## src/rtl/hrs_pkg.sv

```systemverilog
// ----------------------------------------------------------------------------
// hrs_pkg
// Shared types, widths and constants of the HTTP response header stripper.
// ----------------------------------------------------------------------------
package hrs_pkg;

  // field widths
  localparam int unsigned ByteW   = 8;
  localparam int unsigned HdrW    = 13;
  localparam int unsigned ImgW    = 21;
  localparam int unsigned OffW    = 20;
  localparam int unsigned PhaseW  = 3;
  localparam int unsigned CfgW    = 21;
  localparam int unsigned OutDataW = 56;

  // hard caps on the programmable limits
  localparam int unsigned HeaderMax = 4096;
  localparam int unsigned ImageMax  = 1048576;

  localparam logic [HdrW-1:0] HdrCap = HdrW'(HeaderMax);
  localparam logic [ImgW-1:0] ImgCap = ImgW'(ImageMax);

  // header offsets that matter for the status line
  localparam logic [HdrW-1:0] StatusEnd = HdrW'(12);

  // terminator detection
  localparam logic [23:0] CrLfCr = 24'h0D0A0D;
  localparam logic [7:0]  Lf     = 8'h0A;

  // phase codes as seen on the output
  typedef enum logic [PhaseW-1:0] {
    PhHeader    = 3'd0,
    PhBody      = 3'd1,
    PhBadStatus = 3'd2,
    PhHeaderBig = 3'd3,
    PhImageBig  = 3'd4
  } phase_e;

  // configuration register indexes
  typedef enum logic {
    CfgHeaderLimit = 1'b0,
    CfgImageLimit  = 1'b1
  } cfg_idx_e;

  // effective limits handed to the datapath
  typedef struct packed {
    logic [HdrW-1:0] hdr_lim;
    logic [ImgW-1:0] img_lim;
  } lim_t;

  // check one status line byte: "HTTP/1." then any two bytes (minor digit,
  // space), then "200"; offsets past the status digits always pass
  function automatic logic status_byte_ok(logic [3:0] pos, logic [ByteW-1:0] b);
    logic ok;
    ok = 1'b1;
    case (pos)
      4'd0:  ok = (b == "H");
      4'd1:  ok = (b == "T");
      4'd2:  ok = (b == "T");
      4'd3:  ok = (b == "P");
      4'd4:  ok = (b == "/");
      4'd5:  ok = (b == "1");
      4'd6:  ok = (b == ".");
      4'd9:  ok = (b == "2");
      4'd10: ok = (b == "0");
      4'd11: ok = (b == "0");
      default: ok = 1'b1;
    endcase
    return ok;
  endfunction

endpackage

```

## src/rtl/hrs_cfg.sv

```systemverilog
// ----------------------------------------------------------------------------
// hrs_cfg
// Limit registers; each write is truncated to the field width, then capped.
// ----------------------------------------------------------------------------
module hrs_cfg (
  input  logic                     clk_i,
  input  logic                     rst_ni,
  input  logic                     wr_en_i,
  input  hrs_pkg::cfg_idx_e        addr_i,
  input  logic [hrs_pkg::CfgW-1:0] data_i,
  output hrs_pkg::lim_t            lim_o
);

  hrs_pkg::lim_t lim_d, lim_q;
  logic [hrs_pkg::HdrW-1:0] hdr_wr;
  logic [hrs_pkg::ImgW-1:0] img_wr;

  // truncate the written value to the field width ahead of the clamp
  assign hdr_wr = data_i[hrs_pkg::HdrW-1:0];
  assign img_wr = data_i[hrs_pkg::ImgW-1:0];

  always_comb begin
    lim_d = lim_q;
    if (wr_en_i) begin
      unique case (addr_i)
        hrs_pkg::CfgHeaderLimit:
          lim_d.hdr_lim = (hdr_wr < hrs_pkg::HdrCap) ? hdr_wr : hrs_pkg::HdrCap;
        hrs_pkg::CfgImageLimit:
          lim_d.img_lim = (img_wr < hrs_pkg::ImgCap) ? img_wr : hrs_pkg::ImgCap;
        default: lim_d = lim_q;
      endcase
    end
  end

  // register file
  always_ff @(posedge clk_i or negedge rst_ni) begin
    if (!rst_ni) begin
      lim_q.hdr_lim <= hrs_pkg::HdrCap;
      lim_q.img_lim <= hrs_pkg::ImgCap;
    end else begin
      lim_q <= lim_d;
    end
  end

  assign lim_o = lim_q;

endmodule

```

## src/rtl/http_response_header_stripper_core.sv

```systemverilog
// ----------------------------------------------------------------------------
// http_response_header_stripper_core
// Strips the header of an HTTP response, checks for status 200 and passes
// the body bytes out with their image write offset.
// ----------------------------------------------------------------------------
// One response byte is taken per clock while the output is ready, and every
// byte yields one result transfer via the input and then the result register.
// The header/body state is updated once per byte, so the block keeps a full
// byte-per-clock rate as long as the output side is ready; output stalls back
// up into the input through the two register stages. A transfer with tuser
// set restarts a download and clears all state while the limit registers keep
// their values. Limits are written through the cfg channel (index 0 header
// limit, index 1 image limit); the user must do so only while the stream is
// idle, which the block does not enforce; writes are truncated, then capped.
module http_response_header_stripper_core (
  input  logic                         clk_i,
  input  logic                         rst_ni,
  // input stream
  input  logic                         s_axis_tvalid,
  output logic                         s_axis_tready,
  input  logic [hrs_pkg::ByteW-1:0]    s_axis_tdata,   // [7:0] data_byte
  input  logic [0:0]                   s_axis_tuser,   // [0] kind (restart)
  // result stream
  output logic                         m_axis_tvalid,
  input  logic                         m_axis_tready,
  // [7:0] body_byte, [27:8] write_offset, [30:28] phase,
  // [51:31] image_count, [55:52] zero
  output logic [hrs_pkg::OutDataW-1:0] m_axis_tdata,
  output logic [0:0]                   m_axis_tuser,   // [0] body_valid
  // configuration write channel
  input  logic                         cfg_valid_i,
  output logic                         cfg_ready_o,
  input  logic                         cfg_addr_i,
  input  logic [hrs_pkg::CfgW-1:0]     cfg_data_i
);

  localparam int unsigned PadW = hrs_pkg::OutDataW - hrs_pkg::ByteW - hrs_pkg::OffW
                                 - hrs_pkg::PhaseW - hrs_pkg::ImgW;

  hrs_pkg::lim_t lim;
  hrs_pkg::cfg_idx_e cfg_idx;

  // configuration registers
  assign cfg_ready_o = 1'b1;
  assign cfg_idx     = hrs_pkg::cfg_idx_e'(cfg_addr_i);

  hrs_cfg u_cfg (
    .clk_i   (clk_i),
    .rst_ni  (rst_ni),
    .wr_en_i (cfg_valid_i && cfg_ready_o),
    .addr_i  (cfg_idx),
    .data_i  (cfg_data_i),
    .lim_o   (lim)
  );

  // input register
  logic                     in_vld_q, in_vld_d;
  logic                     in_kind_q;
  logic [hrs_pkg::ByteW-1:0] in_byte_q;
  logic                     out_free, adv, in_xfer;

  // result register
  logic                      out_vld_q, out_vld_d;
  logic                      res_valid_q, res_valid_d;
  logic [hrs_pkg::ByteW-1:0]  res_byte_q, res_byte_d;
  logic [hrs_pkg::OffW-1:0]   res_off_q, res_off_d;

  // stripper state
  logic [hrs_pkg::HdrW-1:0]  hdr_cnt_q, hdr_cnt_d;
  logic [23:0]               recent_q, recent_d;
  logic                      good_q, good_d;
  hrs_pkg::phase_e           mode_q, mode_d;
  logic [hrs_pkg::ImgW-1:0]  body_cnt_q, body_cnt_d;
  logic                      good_now;

  // handshake between the stages
  assign out_free      = !out_vld_q || m_axis_tready;
  assign adv           = in_vld_q && out_free;
  assign s_axis_tready = !in_vld_q || adv;
  assign in_xfer       = s_axis_tvalid && s_axis_tready;

  always_comb begin
    in_vld_d = in_vld_q;
    if (in_xfer) begin
      in_vld_d = 1'b1;
    end else if (adv) begin
      in_vld_d = 1'b0;
    end
  end

  always_ff @(posedge clk_i or negedge rst_ni) begin
    if (!rst_ni) begin
      in_vld_q <= 1'b0;
    end else begin
      in_vld_q <= in_vld_d;
    end
  end

  always_ff @(posedge clk_i) begin
    if (in_xfer) begin
      in_kind_q <= s_axis_tuser[0];
      in_byte_q <= s_axis_tdata;
    end
  end

  // per-byte state update
  always_comb begin
    hdr_cnt_d   = hdr_cnt_q;
    recent_d    = recent_q;
    good_d      = good_q;
    mode_d      = mode_q;
    body_cnt_d  = body_cnt_q;
    res_valid_d = 1'b0;
    res_byte_d  = '0;
    res_off_d   = '0;
    good_now    = good_q;
    if (in_kind_q) begin
      hdr_cnt_d  = '0;
      recent_d   = '0;
      good_d     = 1'b1;
      mode_d     = hrs_pkg::PhHeader;
      body_cnt_d = '0;
    end else begin
      unique case (mode_q)
        hrs_pkg::PhHeader: begin
          if (hdr_cnt_q >= lim.hdr_lim) begin
            mode_d = hrs_pkg::PhHeaderBig;
          end else begin
            if (hdr_cnt_q < hrs_pkg::StatusEnd &&
                !hrs_pkg::status_byte_ok(hdr_cnt_q[3:0], in_byte_q)) begin
              good_now = 1'b0;
            end
            good_d    = good_now;
            hdr_cnt_d = hdr_cnt_q + 1'b1;
            // end of header: CR LF CR LF
            if (recent_q == hrs_pkg::CrLfCr && in_byte_q == hrs_pkg::Lf) begin
              if (hdr_cnt_d < hrs_pkg::StatusEnd || !good_now) begin
                mode_d = hrs_pkg::PhBadStatus;
              end else begin
                mode_d = hrs_pkg::PhBody;
              end
            end
            recent_d = {recent_q[15:0], in_byte_q};
          end
        end
        hrs_pkg::PhBody: begin
          if (body_cnt_q >= lim.img_lim) begin
            mode_d = hrs_pkg::PhImageBig;
          end else begin
            res_valid_d = 1'b1;
            res_byte_d  = in_byte_q;
            res_off_d   = body_cnt_q[hrs_pkg::OffW-1:0];
            body_cnt_d  = body_cnt_q + 1'b1;
          end
        end
        // error phases hold until restart
        default: mode_d = mode_q;
      endcase
    end
  end

  // state registers, advance once per byte
  always_ff @(posedge clk_i or negedge rst_ni) begin
    if (!rst_ni) begin
      hdr_cnt_q  <= '0;
      recent_q   <= '0;
      good_q     <= 1'b1;
      mode_q     <= hrs_pkg::PhHeader;
      body_cnt_q <= '0;
    end else if (adv) begin
      hdr_cnt_q  <= hdr_cnt_d;
      recent_q   <= recent_d;
      good_q     <= good_d;
      mode_q     <= mode_d;
      body_cnt_q <= body_cnt_d;
    end
  end

  // result valid
  always_comb begin
    out_vld_d = out_vld_q;
    if (adv) begin
      out_vld_d = 1'b1;
    end else if (m_axis_tready) begin
      out_vld_d = 1'b0;
    end
  end

  always_ff @(posedge clk_i or negedge rst_ni) begin
    if (!rst_ni) begin
      out_vld_q <= 1'b0;
    end else begin
      out_vld_q <= out_vld_d;
    end
  end

  // result payload; phase and count are read from the state registers
  always_ff @(posedge clk_i) begin
    if (adv) begin
      res_valid_q <= res_valid_d;
      res_byte_q  <= res_byte_d;
      res_off_q   <= res_off_d;
    end
  end

  assign m_axis_tvalid = out_vld_q;
  assign m_axis_tuser  = res_valid_q;
  assign m_axis_tdata  = {{PadW{1'b0}}, body_cnt_q, mode_q, res_off_q, res_byte_q};

endmodule

```

## config.mk

```make
export PLATFORM = sky130hd
export DESIGN_NAME = http_response_header_stripper_core
export DESIGN_NICKNAME = d
export VERILOG_FILES = /design/src/rtl/hrs_pkg.sv /design/src/rtl/hrs_cfg.sv /design/src/rtl/http_response_header_stripper_core.sv
export SDC_FILE = /design/constraint.sdc
export NUM_CORES = 1
export LEC_CHECK = 0
export ABC_AREA = 1
export BUFFER_PORTS_ARGS = -buffer_cell sky130_fd_sc_hd__buf_2
export CAP_MARGIN = 10
export CELL_PAD_IN_SITES_DETAIL_PLACEMENT = 0
export CELL_PAD_IN_SITES_GLOBAL_PLACEMENT = 1
export CORE_MARGIN = 2
export CORE_UTILIZATION = 44
export DETAILED_ROUTE_END_ITERATION = 8
export GPL_TIMING_DRIVEN = 0
export PLACE_DENSITY_LB_ADDON = 0.1
export REMOVE_ABC_BUFFERS = 1
export SETUP_SLACK_MARGIN = 0.05
export SYNTH_ARGS = -nofsm -noshare
export SYNTH_HDL_FRONTEND = slang
export SYNTH_SLANG_ARGS = --single-unit
```

## constraint.sdc

```tcl
create_clock -name clk_i -period 2.6 [get_ports clk_i]
set_clock_uncertainty 0.05 [all_clocks]
set_input_delay 0.39 -clock clk_i [delete_from_list [all_inputs] [get_ports clk_i]]
set_output_delay 0.39 -clock clk_i [all_outputs]
set_load 0.02 [all_outputs]
```

==> flow_metrics.env, run 1 <==
export IMPL_clock_fmax_mhz=408
export IMPL_core_area_sq_um=15900
export IMPL_drc_errors=0
export IMPL_tightest_slew_ns=1.15
export IMPL_insertion_delay_ns=0.42
export IMPL_crit_type="reg -> reg"
export IMPL_power_density_nw_per_um2=716
export IMPL_hold_ws_ns=0.0966
export IMPL_hold_path_endpoint="in_byte_q[1]$_DFFE_PP_"
export IMPL_cts_tree="yes"
export IMPL_required_ns=2.72
export IMPL_finish_utilization=0.544
export IMPL_rr_endpoint="res_byte_q[0]$_SDFFCE_PP0P_"
export IMPL_startpoint_type="flip-flop"
export IMPL_synthDistinctLibCells=40
export IMPL_cts_buffers=17
export IMPL_min_path_type="in -> reg"
export IMPL_grt_pass1_wl_mm=30.1
export IMPL_setup_violations=0
export IMPL_hold_start="s_axis_tdata[1]"
export IMPL_yosysSeqAreaShare=0.500
export IMPL_fp_dieH_um=132
export IMPL_nets=1005
export IMPL_async_flop_share=0.721
export IMPL_ios=96
export IMPL_r2r_slack_ns=0.15
export IMPL_synthCells=831
export IMPL_wirelength_mm=18.2
export IMPL_grt_max_degree=58
export IMPL_num_rows=46
export IMPL_r2r_cells=10
export IMPL_end_kind="flip-flop"
export IMPL_hold_viol_final=0
export IMPL_grt_pass1_vias=5910
export IMPL_drt_initial_drc_count=416
export IMPL_relSlewSlack=0.226
export IMPL_start_util=0.451
export IMPL_final_layout_size_suffix_gt1_frac=0.183
export IMPL_ant_nets=0
export IMPL_antenna_found_initial=0
export IMPL_gr_total_overflow=0
export IMPL_area_growth_pct=20.7
export IMPL_yosys_top_cells_count="nand2_1 (154), inv_1 (132), dfrtp_1 (95), nor2_1 (69), nand3_1 (62)"
export IMPL_portBuffers=90
export IMPL_globalplace_congestion=0.825
export IMPL_synth_area_leader_cell="dfrtp_1"
export IMPL_cts_root_buf="clkbuf_16"
export IMPL_drv_cap=0
export IMPL_synth_area_per_cell_sq_um=8.65
export IMPL_crit_fanout=8
export IMPL_dp_hpwl_mm=13.2
export IMPL_cp_arrival_ns=2.56
export IMPL_r2r_start="body_cnt_q[16]$_DFFE_PN0P_"
export IMPL_rsz0062_at_grt="false"
export IMPL_wl_per_cell_um=15.7
export IMPL_ys_warn_count=0
export IMPL_htree_levels=4
export IMPL_dieArea_sq_um=17400
export IMPL_ir_drop_uv=484
export IMPL_synthFlopType="dfrtp_1"
export IMPL_die_w_um=132
export IMPL_synth_edf_count=38
export IMPL_antenna_cells=0
export IMPL_cts_sinks=136
export IMPL_clk_pin_slew_ns=0.06
export IMPL_p_leak_nw=4.09
export IMPL_clock_path_buffers=2
export IMPL_maxSlewViolCount=0
export IMPL_netlist_area_sq_um=7190
export IMPL_ys_ff_latch=136
export IMPL_status="finished clean"
export IMPL_synth_area_leaders="dfrtp_1 (33%), edfxtp_1 (16%), nand2_1 (8.0%)"
export IMPL_min_period_over_period=0.942
export IMPL_drt_first_pass_iters=5
export IMPL_yosys_cell_count_top_type="nand2_1"
export IMPL_hold_path_depth=1
export IMPL_grt_use_total=0.214
export IMPL_synth_top_area_frac=0.331
export IMPL_vias_per_cell=5.23
export IMPL_fin_crit_ns=2.45
export IMPL_vias=6065
[worst max-delay path by stage]
stage	startpoint	to	slack [ns]	depth (start not counted)
finish	body_cnt_q[16]$_DFFE_PN0P_	res_byte_q[0]$_SDFFCE_PP0P_	0.15	10
global route	body_cnt_q[16]$_DFFE_PN0P_	res_byte_q[0]$_SDFFCE_PP0P_	0.06	10
global placement	m_axis_tready	hdr_cnt_q[0]$_DFFE_PN0P_	-2.34	7
CTS	hdr_cnt_q[2]$_DFFE_PN0P_	recent_q[17]$_DFFE_PN0P_	0.07	8
floorplan	m_axis_tvalid$_DFFE_PN0P_	hdr_cnt_q[0]$_DFFE_PN0P_	-0.87	5
detailed placement	body_cnt_q[10]$_DFFE_PN0P_	body_cnt_q[18]$_DFFE_PN0P_	-0.39	12
[critical path, cell delays in order (launching register included)]
cell and delay [ns]:
dfrtp_1 0.51, ha_1 0.39, nand2_1 0.06, inv_1 0.07
nand3_1 0.06, nor3_1 0.31, nand3_1 0.17, nand4_1 0.20
buf_4 0.16, buf_4 0.16, nor2_1 0.06
[metrics by stage]
step	TNS (ns)	instances	setup WS, ns	total power [mW]	instance area, sq um
floorplan	-39.96	808	-0.866	3.37	7080
global placement	-143.16	1114	-2.34	3.69	7800
detailed placement	-16.27	1119	-0.390	3.79	7960
CTS	0	1156	0.0711	6.23	8620
global route	0	1159	0.0593	6.52	8680
finish	0	1159	0.151	6.22	8680
[final cells by class]
| cell class | instances | area [sq um] |
|---|---|---|
| clock buffer | 19 | 443 |
| timing repair buffer | 102 | 671 |
| multi-input combinational | 538 | 3040 |
| clock inverter | 13 | 145 |
| sequential | 136 | 3600 |
| inverter | 135 | 507 |
| fill | 1517 | 7260 |
| tap | 216 | 270 |
[cells in the final DEF (no fill, tap or decap), drive strengths merged, types with 2 or more instances in the layout]
cell      count
nor2         73
dfrtp        95
nand3        67
nand3b        5
xor2         10
inv         138
ha           39
edfxtp       38
o21ai        44
buf         101
bufinv        2
clkinv        2
nor4          5
clkbuf       19
o22ai        57
or2           6
dfstp         3
clkinvlp      6
nand4        26
conb          5
nand2       158
a21oi        20
nor3         20
[timing repair]
item                                   in CTS  in global routing
cloned                                      0                  1
resized for setup                           3                 11
setup endpoints to repair                  83                 69
setup buffers                               4                  2
pin swaps                                   1                  2
endpoints found under the hold margin      40                  0
hold buffers                                1                  0
[report_power, final]
part           switching, mW  leakage, nW  internal [mW]
clock                  0.952        0.269           1.45
combinational          0.809         2.14          0.450
sequential             0.121         1.68           2.44
total                   1.88         4.09           4.33
[flip-flops by register name, summed over array words and instances (netlist names)]
| name | flops |
|---|---|
| u_cfg.lim_o | 34 |
| recent_q | 24 |
| body_cnt_q | 21 |
| res_off_q | 20 |
| hdr_cnt_q | 13 |
| in_byte_q | 8 |
| res_byte_q | 8 |
| mode_q | 3 |
| good_q | 1 |
| in_kind_q | 1 |
| in_vld_q | 1 |
| m_axis_tuser | 1 |
| m_axis_tvalid | 1 |
[logic make-up (layout without fill, tap and decap cells)]
group,count (synthesis),after routing,synth area share
AO/OA/AOI/OAI,122,122,0.0962
adder cells (fa/ha/maj),39,39,0.0678
XOR/XNOR,11,11,0.0144
buffers and inverters,161,269,0.0882
AND/OR/NAND/NOR,360,361,0.232
other,2,5,0.00104
flip-flops,136,136,0.500
[metal layers]
| metal | up-vias | wire length [um] | global-route usage |
|---|---|---|---|
| li1 | 2977 | - | - |
| met1 | 2908 | 8710 | 0.307 |
| met2 | 165 | 8380 | 0.337 |
| met3 | 15 | 857 | 0.0342 |
| met4 | 0 | 201 | 0.0658 |
| met5 | - | 0 | 0 |
Power figures use the tool's default switching activity.
==> run 2: changes to the inputs <==
==> constraint.sdc (replaced) <==
create_clock -name clk_i -period 2.42 [get_ports clk_i]
set_clock_uncertainty 0.05 [all_clocks]
set_input_delay 0.363 -clock clk_i [delete_from_list [all_inputs] [get_ports clk_i]]
set_output_delay 0.363 -clock clk_i [all_outputs]
set_load 0.02 [all_outputs]
==> run 2 against run 1 <==
  * Register-to-register slack got worse by 0.03 ns
  * Combinational power up 17%
  * Wire length up 5.0%
  * Critical endpoint is now body_cnt_q[9]$_DFFE_PN0P_
  * Highest routed layer unchanged
==> flow_metrics.env, run 2 (same netlist as run 1, synthesis figures left out) <==
export IMPL_status="finished clean"
export IMPL_required_ns=2.68
export IMPL_n_fill_cell=1454
export IMPL_vias=6214
export IMPL_ir_drop_uv=499
export IMPL_clock_fmax_mhz=436
export IMPL_tightest_slew_ns=1.01
export IMPL_drc_errors=0
export IMPL_min_path_type="in -> reg"
export IMPL_nets=1039
export IMPL_crit_type="reg -> reg"
export IMPL_finish_utilization=0.578
export IMPL_crit_fanout=8
export IMPL_start_util=0.451
export IMPL_gr_total_overflow=0
export IMPL_area_growth_pct=28.1
export IMPL_cts_buffers=17
export IMPL_clock_path_buffers=2
export IMPL_cts_tree="yes"
export IMPL_cp_cell_sequence="ha_4 -> nand2_1 -> inv_1 -> o21ai_1 -> nand2_1 -> nand2_2 -> nand3_2 -> a21oi_2 -> nand3_2 -> nand2_2 -> nand3_4 -> clkbuf_16 -> o21ai_0"
export IMPL_dieArea_sq_um=17400
export IMPL_fin_crit_ns=2.30
export IMPL_globalplace_congestion=0.825
export IMPL_pre_cts_ws_ns=-0.570
export IMPL_wirelength_mm=19.1
export IMPL_min_period_over_period=0.949
export IMPL_grt_use_total=0.219
export IMPL_antenna_found_initial=0
export IMPL_clk_pin_slew_ns=0.06
export IMPL_grt_pass1_wl_mm=30.6
export IMPL_drv_cap=0
export IMPL_cp_arrival_ns=2.56
export IMPL_setup_tns_final_ns=0
export IMPL_relSlewSlack=0.320
export IMPL_drt_initial_drc_count=373
export IMPL_die_w_um=132
export IMPL_core_area_sq_um=15900
export IMPL_htree_levels=4
export IMPL_layout_commonest_cell="nand2_1"
export IMPL_num_rows=46
export IMPL_final_layout_size_suffix_gt1_frac=0.252
export IMPL_insertion_delay_ns=0.42
export IMPL_p_leak_nw=4.30
export IMPL_portBuffers=90
export IMPL_antenna_cells=0
export IMPL_dp_hpwl_mm=13.2
export IMPL_vias_per_cell=5.21
export IMPL_fp_dieH_um=132
export IMPL_timing_final_ws_setup_ns=0.124
export IMPL_grt_pass1_vias=5938
export IMPL_power_density_nw_per_um2=738
export IMPL_setup_violations=0
export IMPL_hold_viol_final=0
export IMPL_dp_cells=1119
export IMPL_rsz0062_at_grt="true"
export IMPL_largest_register_ffs=34
export IMPL_hold_ws_ns=0.0664
export IMPL_finalNonFillerCells=1193
export IMPL_wl_per_cell_um=16.0
export IMPL_cpPeakStageDelay_ns=0.45
export IMPL_ios=96
export IMPL_maxSlewViolCount=0
export IMPL_cts_sinks=136
export IMPL_drt_first_pass_iters=4
export IMPL_startpoint_type="flip-flop"
export IMPL_most_common_layout_cells="nand2_1 (150), inv_1 (129), buf_2 (89)"
export IMPL_grt_max_degree=58
export IMPL_cts_root_buf="clkbuf_16"
export IMPL_end_kind="flip-flop"
export IMPL_critPathSlowestCell="dfrtp_2"
export IMPL_ant_nets=0
run 2: path summary, 6_finish.rpt:
| check | startpoint | endpoint | slack, ns | cells after the start |
|---|---|---|---|---|
| setup / recovery | body_cnt_q[14]$_DFFE_PN0P_ | body_cnt_q[9]$_DFFE_PN0P_ | 0.12 | 13 |
| hold / removal | s_axis_tdata[1] | in_byte_q[1]$_DFFE_PP_ | 0.07 | 1 |
| setup reg to reg | body_cnt_q[14]$_DFFE_PN0P_ | body_cnt_q[9]$_DFFE_PN0P_ | 0.12 | 13 |
| hold reg to reg | u_cfg.lim_o[33]$_DFFE_PN1P_ | u_cfg.lim_o[33]$_DFFE_PN1P_ | 0.44 | 2 |
| max in group asynchronous | rst_ni | u_cfg.lim_o[33]$_DFFE_PN1P_ | 1.13 | 3 |
| min in group asynchronous | rst_ni | body_cnt_q[18]$_DFFE_PN0P_ | 0.44 | 2 |
run 2: what timing repair did:
| item | 4_1_cts | 5_1_grt |
|---|---|---|
| pin swaps | 3 | 7 |
| endpoints found under the hold margin | 40 | 0 |
| cloned | 1 | 3 |
| gates resized for setup | 11 | 46 |
| buffers inserted | 12 | 25 |
| setup endpoints to repair | 91 | 81 |
| hold buffers | 1 | 0 |
run 2: critical path: cells and delay by family (launching register included):
| family | cells | cell delay (ns) |
|---|---|---|
| buf+inv | 2 | 0.29 |
| compound gates | 3 | 0.46 |
| fa+ha+maj | 1 | 0.23 |
| simple gates | 7 | 0.69 |
| flops | 1 | 0.45 |
run 2: power breakdown:
group	total, mW	switching (mW)	leakage [nW]	internal, mW
clock	2.58	1.03	0.269	1.55
combinational	1.48	0.913	2.38	0.563
sequential	2.74	0.123	1.65	2.62
run 2: layer usage:
layer,GRT usage,part of all wire,up-vias
met5,0,0,-
met4,0.0652,0.0091,0
met1,0.319,0.48,3000
met3,0.0338,0.046,13
met2,0.339,0.46,156
li1,-,-,3045
run 2: final cells by class:
type | instances | area [sq um] | share of cell area
clock buffer | 19 | 443 | 0.0481
clock inverter | 13 | 145 | 0.0158
inverter | 135 | 507 | 0.0550
multi-input combinational | 538 | 3230 | 0.351
sequential | 136 | 3620 | 0.393
tap | 216 | 270 | 0.0293
timing repair buffer | 136 | 995 | 0.108
run 2: per-stage QoR:
stage / power, mW / area (sq um)
2_1_floorplan: 3.62 / 7080
3_3_place_gp: 3.97 / 7800
3_5_place_dp: 4.07 / 7960
4_1_cts: 6.76 / 8730
5_1_grt: 7.13 / 9220
6_report: 6.80 / 9220
==> run 3: changes to the inputs <==
--- a/config.mk
+++ b/config.mk
@@ -5,13 +5,11 @@
 export SDC_FILE = /design/constraint.sdc
 export NUM_CORES = 1
 export LEC_CHECK = 0
-export ABC_AREA = 1
 export BUFFER_PORTS_ARGS = -buffer_cell sky130_fd_sc_hd__buf_2
 export CAP_MARGIN = 10
 export CELL_PAD_IN_SITES_DETAIL_PLACEMENT = 0
 export CELL_PAD_IN_SITES_GLOBAL_PLACEMENT = 1
-export CORE_MARGIN = 2
-export CORE_UTILIZATION = 44
+export CORE_UTILIZATION = 45
 export DETAILED_ROUTE_END_ITERATION = 8
 export GPL_TIMING_DRIVEN = 0
 export PLACE_DENSITY_LB_ADDON = 0.1
==> constraint.sdc (replaced) <==
create_clock -name clk_i -period 2.6 [get_ports clk_i]
set_clock_uncertainty 0.05 [all_clocks]
set_input_delay 0.39 -clock clk_i [delete_from_list [all_inputs] [get_ports clk_i]]
set_output_delay 0.39 -clock clk_i [all_outputs]
set_load 0.02 [all_outputs]
==> run 3 against run 2 <==
  * Worst setup slack worse by 0.091 ns
  * Cell area increased by 1.6%
  * Fmax decreased by 11%
  * Die area is 4.6% lower
  * Critical path depth down 5
  * Worst hold slack improved by 0.024 ns
  * Critical path type unchanged
  * Highest routed layer unchanged
==> flow_metrics.env, run 3 <==
export IMPL_status="finished clean"
export IMPL_r2r_cells=8
export IMPL_tightest_slew_ns=1.10
export IMPL_synthDistinctLibCells=68
export IMPL_p_total_mw=7.51
export IMPL_gr_total_overflow=0
export IMPL_min_path_type="in -> reg"
export IMPL_antenna_cells=0
export IMPL_fin_crit_ns=2.57
export IMPL_die_w_um=129
export IMPL_cts_sinks=136
export IMPL_dp_hpwl_mm=11.9
export IMPL_ant_nets=0
export IMPL_grt_pass1_wl_mm=30.4
export IMPL_synthFlopType="dfrtp_1"
export IMPL_grt_use_total=0.240
export IMPL_final_layout_size_suffix_gt1_frac=0.328
export IMPL_relSlewSlack=0.265
export IMPL_ios=96
export IMPL_ys_warn_count=0
export IMPL_finish_utilization=0.607
export IMPL_synth_edf_count=38
export IMPL_insertion_delay_ns=0.42
export IMPL_vias=6060
export IMPL_hold_path_depth=1
export IMPL_globalplace_congestion=0.851
export IMPL_dieArea_sq_um=16600
export IMPL_yosys_top_cells_count="dfrtp_1 (95), nand2_1 (68), inv_1 (47), nand2b_1 (45), o21ai_0 (45)"
export IMPL_wirelength_mm=19.3
export IMPL_clock_fmax_mhz=390
export IMPL_ys_ff_latch=136
export IMPL_nets=919
export IMPL_netlist_area_sq_um=7230
export IMPL_min_period_over_period=0.987
export IMPL_layout_commonest_cell="buf_2"
export IMPL_grt_max_degree=59
export IMPL_drt_initial_drc_count=488
export IMPL_synthCells=719
export IMPL_synth_area_per_cell_sq_um=10.1
export IMPL_hold_viol_final=0
export IMPL_synth_top_area_frac=0.329
export IMPL_clk_pin_slew_ns=0.06
export IMPL_largest_register_ffs=34
export IMPL_crit_type="reg -> reg"
export IMPL_p_leak_nw=4.08
export IMPL_required_ns=2.73
export IMPL_start_util=0.469
export IMPL_async_flop_share=0.721
export IMPL_drc_errors=0
export IMPL_synth_area_leader_cell="dfrtp_1"
export IMPL_r2r_slack_ns=0.03
export IMPL_rsz0062_at_grt="true"
export IMPL_cts_buffers=17
export IMPL_htree_levels=4
export IMPL_grt_pass1_vias=5689
export IMPL_yosysSeqAreaShare=0.497
export IMPL_clock_path_buffers=2
export IMPL_portBuffers=90
export IMPL_antenna_found_initial=0
export IMPL_synth_area_leaders="dfrtp_1 (33%), edfxtp_1 (16%), ha_1 (6.7%)"
export IMPL_cp_arrival_ns=2.70
export IMPL_area_growth_pct=29.5
export IMPL_cts_tree="yes"
export IMPL_setup_violations=0
export IMPL_n_fill_cell=1323
export IMPL_cts_root_buf="clkbuf_16"
export IMPL_maxSlewViolCount=0
export IMPL_ir_drop_uv=480
export IMPL_wl_per_cell_um=18.1
export IMPL_num_rows=45
export IMPL_power_density_nw_per_um2=802
export IMPL_drv_cap=0
export IMPL_end_kind="flip-flop"
export IMPL_hold_ws_ns=0.0907
export IMPL_most_common_layout_cells="buf_2 (89), dfrtp_1 (74), nand2_1 (65)"
export IMPL_crit_fanout=15
export IMPL_vias_per_cell=5.67
export IMPL_yosys_cell_count_top_type="dfrtp_1"
export IMPL_drt_first_pass_iters=5
export IMPL_core_area_sq_um=15400
export IMPL_fp_dieH_um=129
export IMPL_startpoint_type="flip-flop"
==> run 3: changes by cell type after synthesis, moves of 31 or more <==
cell / before / now
and2_1: 0 / 31
inv_1: 132 / 47
nand2_1: 154 / 68
nand2b_1: 0 / 45
nand3_1: 62 / 18
nor2_1: 69 / 20
o22ai_1: 57 / 5
==> run 3: final cells by class <==
cell class,count,area (sq um),share of cell area
clock inverter,14,135,0.0144
timing repair buffer,141,960,0.102
tap,211,264,0.0282
sequential,136,3620,0.387
multi-input combinational,501,3740,0.400
clock buffer,18,450,0.0481
inverter,47,189,0.0202
==> run 3: power by group <==
group	internal [mW]	switching (mW)
registers	2.49	0.278
clock network	1.39	1.01
logic	1.05	1.29
==> run 3: path summary, 6_finish.rpt <==
check | startpoint | endpoint
hold / removal | s_axis_tdata[0] | in_byte_q[0]$_DFFE_PP_
min in group asynchronous | rst_ni | body_cnt_q[14]$_DFFE_PN0P_
max in group asynchronous | rst_ni | u_cfg.lim_o[20]$_DFFE_PN1P_
hold reg to reg | u_cfg.lim_o[2]$_DFFE_PN0P_ | u_cfg.lim_o[2]$_DFFE_PN0P_
setup reg to reg | body_cnt_q[16]$_DFFE_PN0P_ | res_off_q[19]$_SDFFCE_PP0P_
setup / recovery | body_cnt_q[16]$_DFFE_PN0P_ | res_off_q[19]$_SDFFCE_PP0P_
==> run 3: cells by family after synthesis <==
family,share of synthesized area
mux,0.0102
xor+xnor,0.00484
other cells,0.00104
fa+ha+maj,0.0675
buf+inv,0.0519
simple gates,0.202
compound gates,0.165
flops,0.497
==> run 3: timing repair <==
item                                    in CTS  in global routing
gates cloned                                 5                  0
hold endpoints to repair                    40                  0
resized for setup                           46                 75
hold buffers                                 1                  0
buffers inserted                            29                 19
endpoints found under the setup margin      90                 59
pin swaps                                   14                 47
==> run 3: metrics by stage <==
stage | TNS, ns | instance area, sq um | setup slack, ns | cells
floorplan | -11.96 | 7040 | -0.428 | 679
global placement | -81.92 | 7760 | -1.43 | 980
detailed placement | -46.77 | 7820 | -0.874 | 982
CTS | 0 | 8880 | 0.0517 | 1049
global route | -0.775 | 9370 | -0.0859 | 1068
finish | 0 | 9370 | 0.0338 | 1068
==> run 3: metal layers <==
metal  GRT usage  vias up  share of wire  wire length (um)
met5           0        -              0                 0
met2       0.370      199           0.47              9100
met1       0.334     2983           0.46              8910
li1            -     2865              -                 -
met3      0.0511       13          0.057              1110
met4      0.0872        0          0.010               195
==> run 3: critical path, cell delays in order, from the launching register on <==
cell	delay [ns]
dfrtp_2	0.44
ha_4	0.28
nand4_1	0.19
nor3_4	0.25
o311ai_4	0.14
o211a_4	0.33
buf_4	0.15
o211a_4	0.30
and2_4	0.18
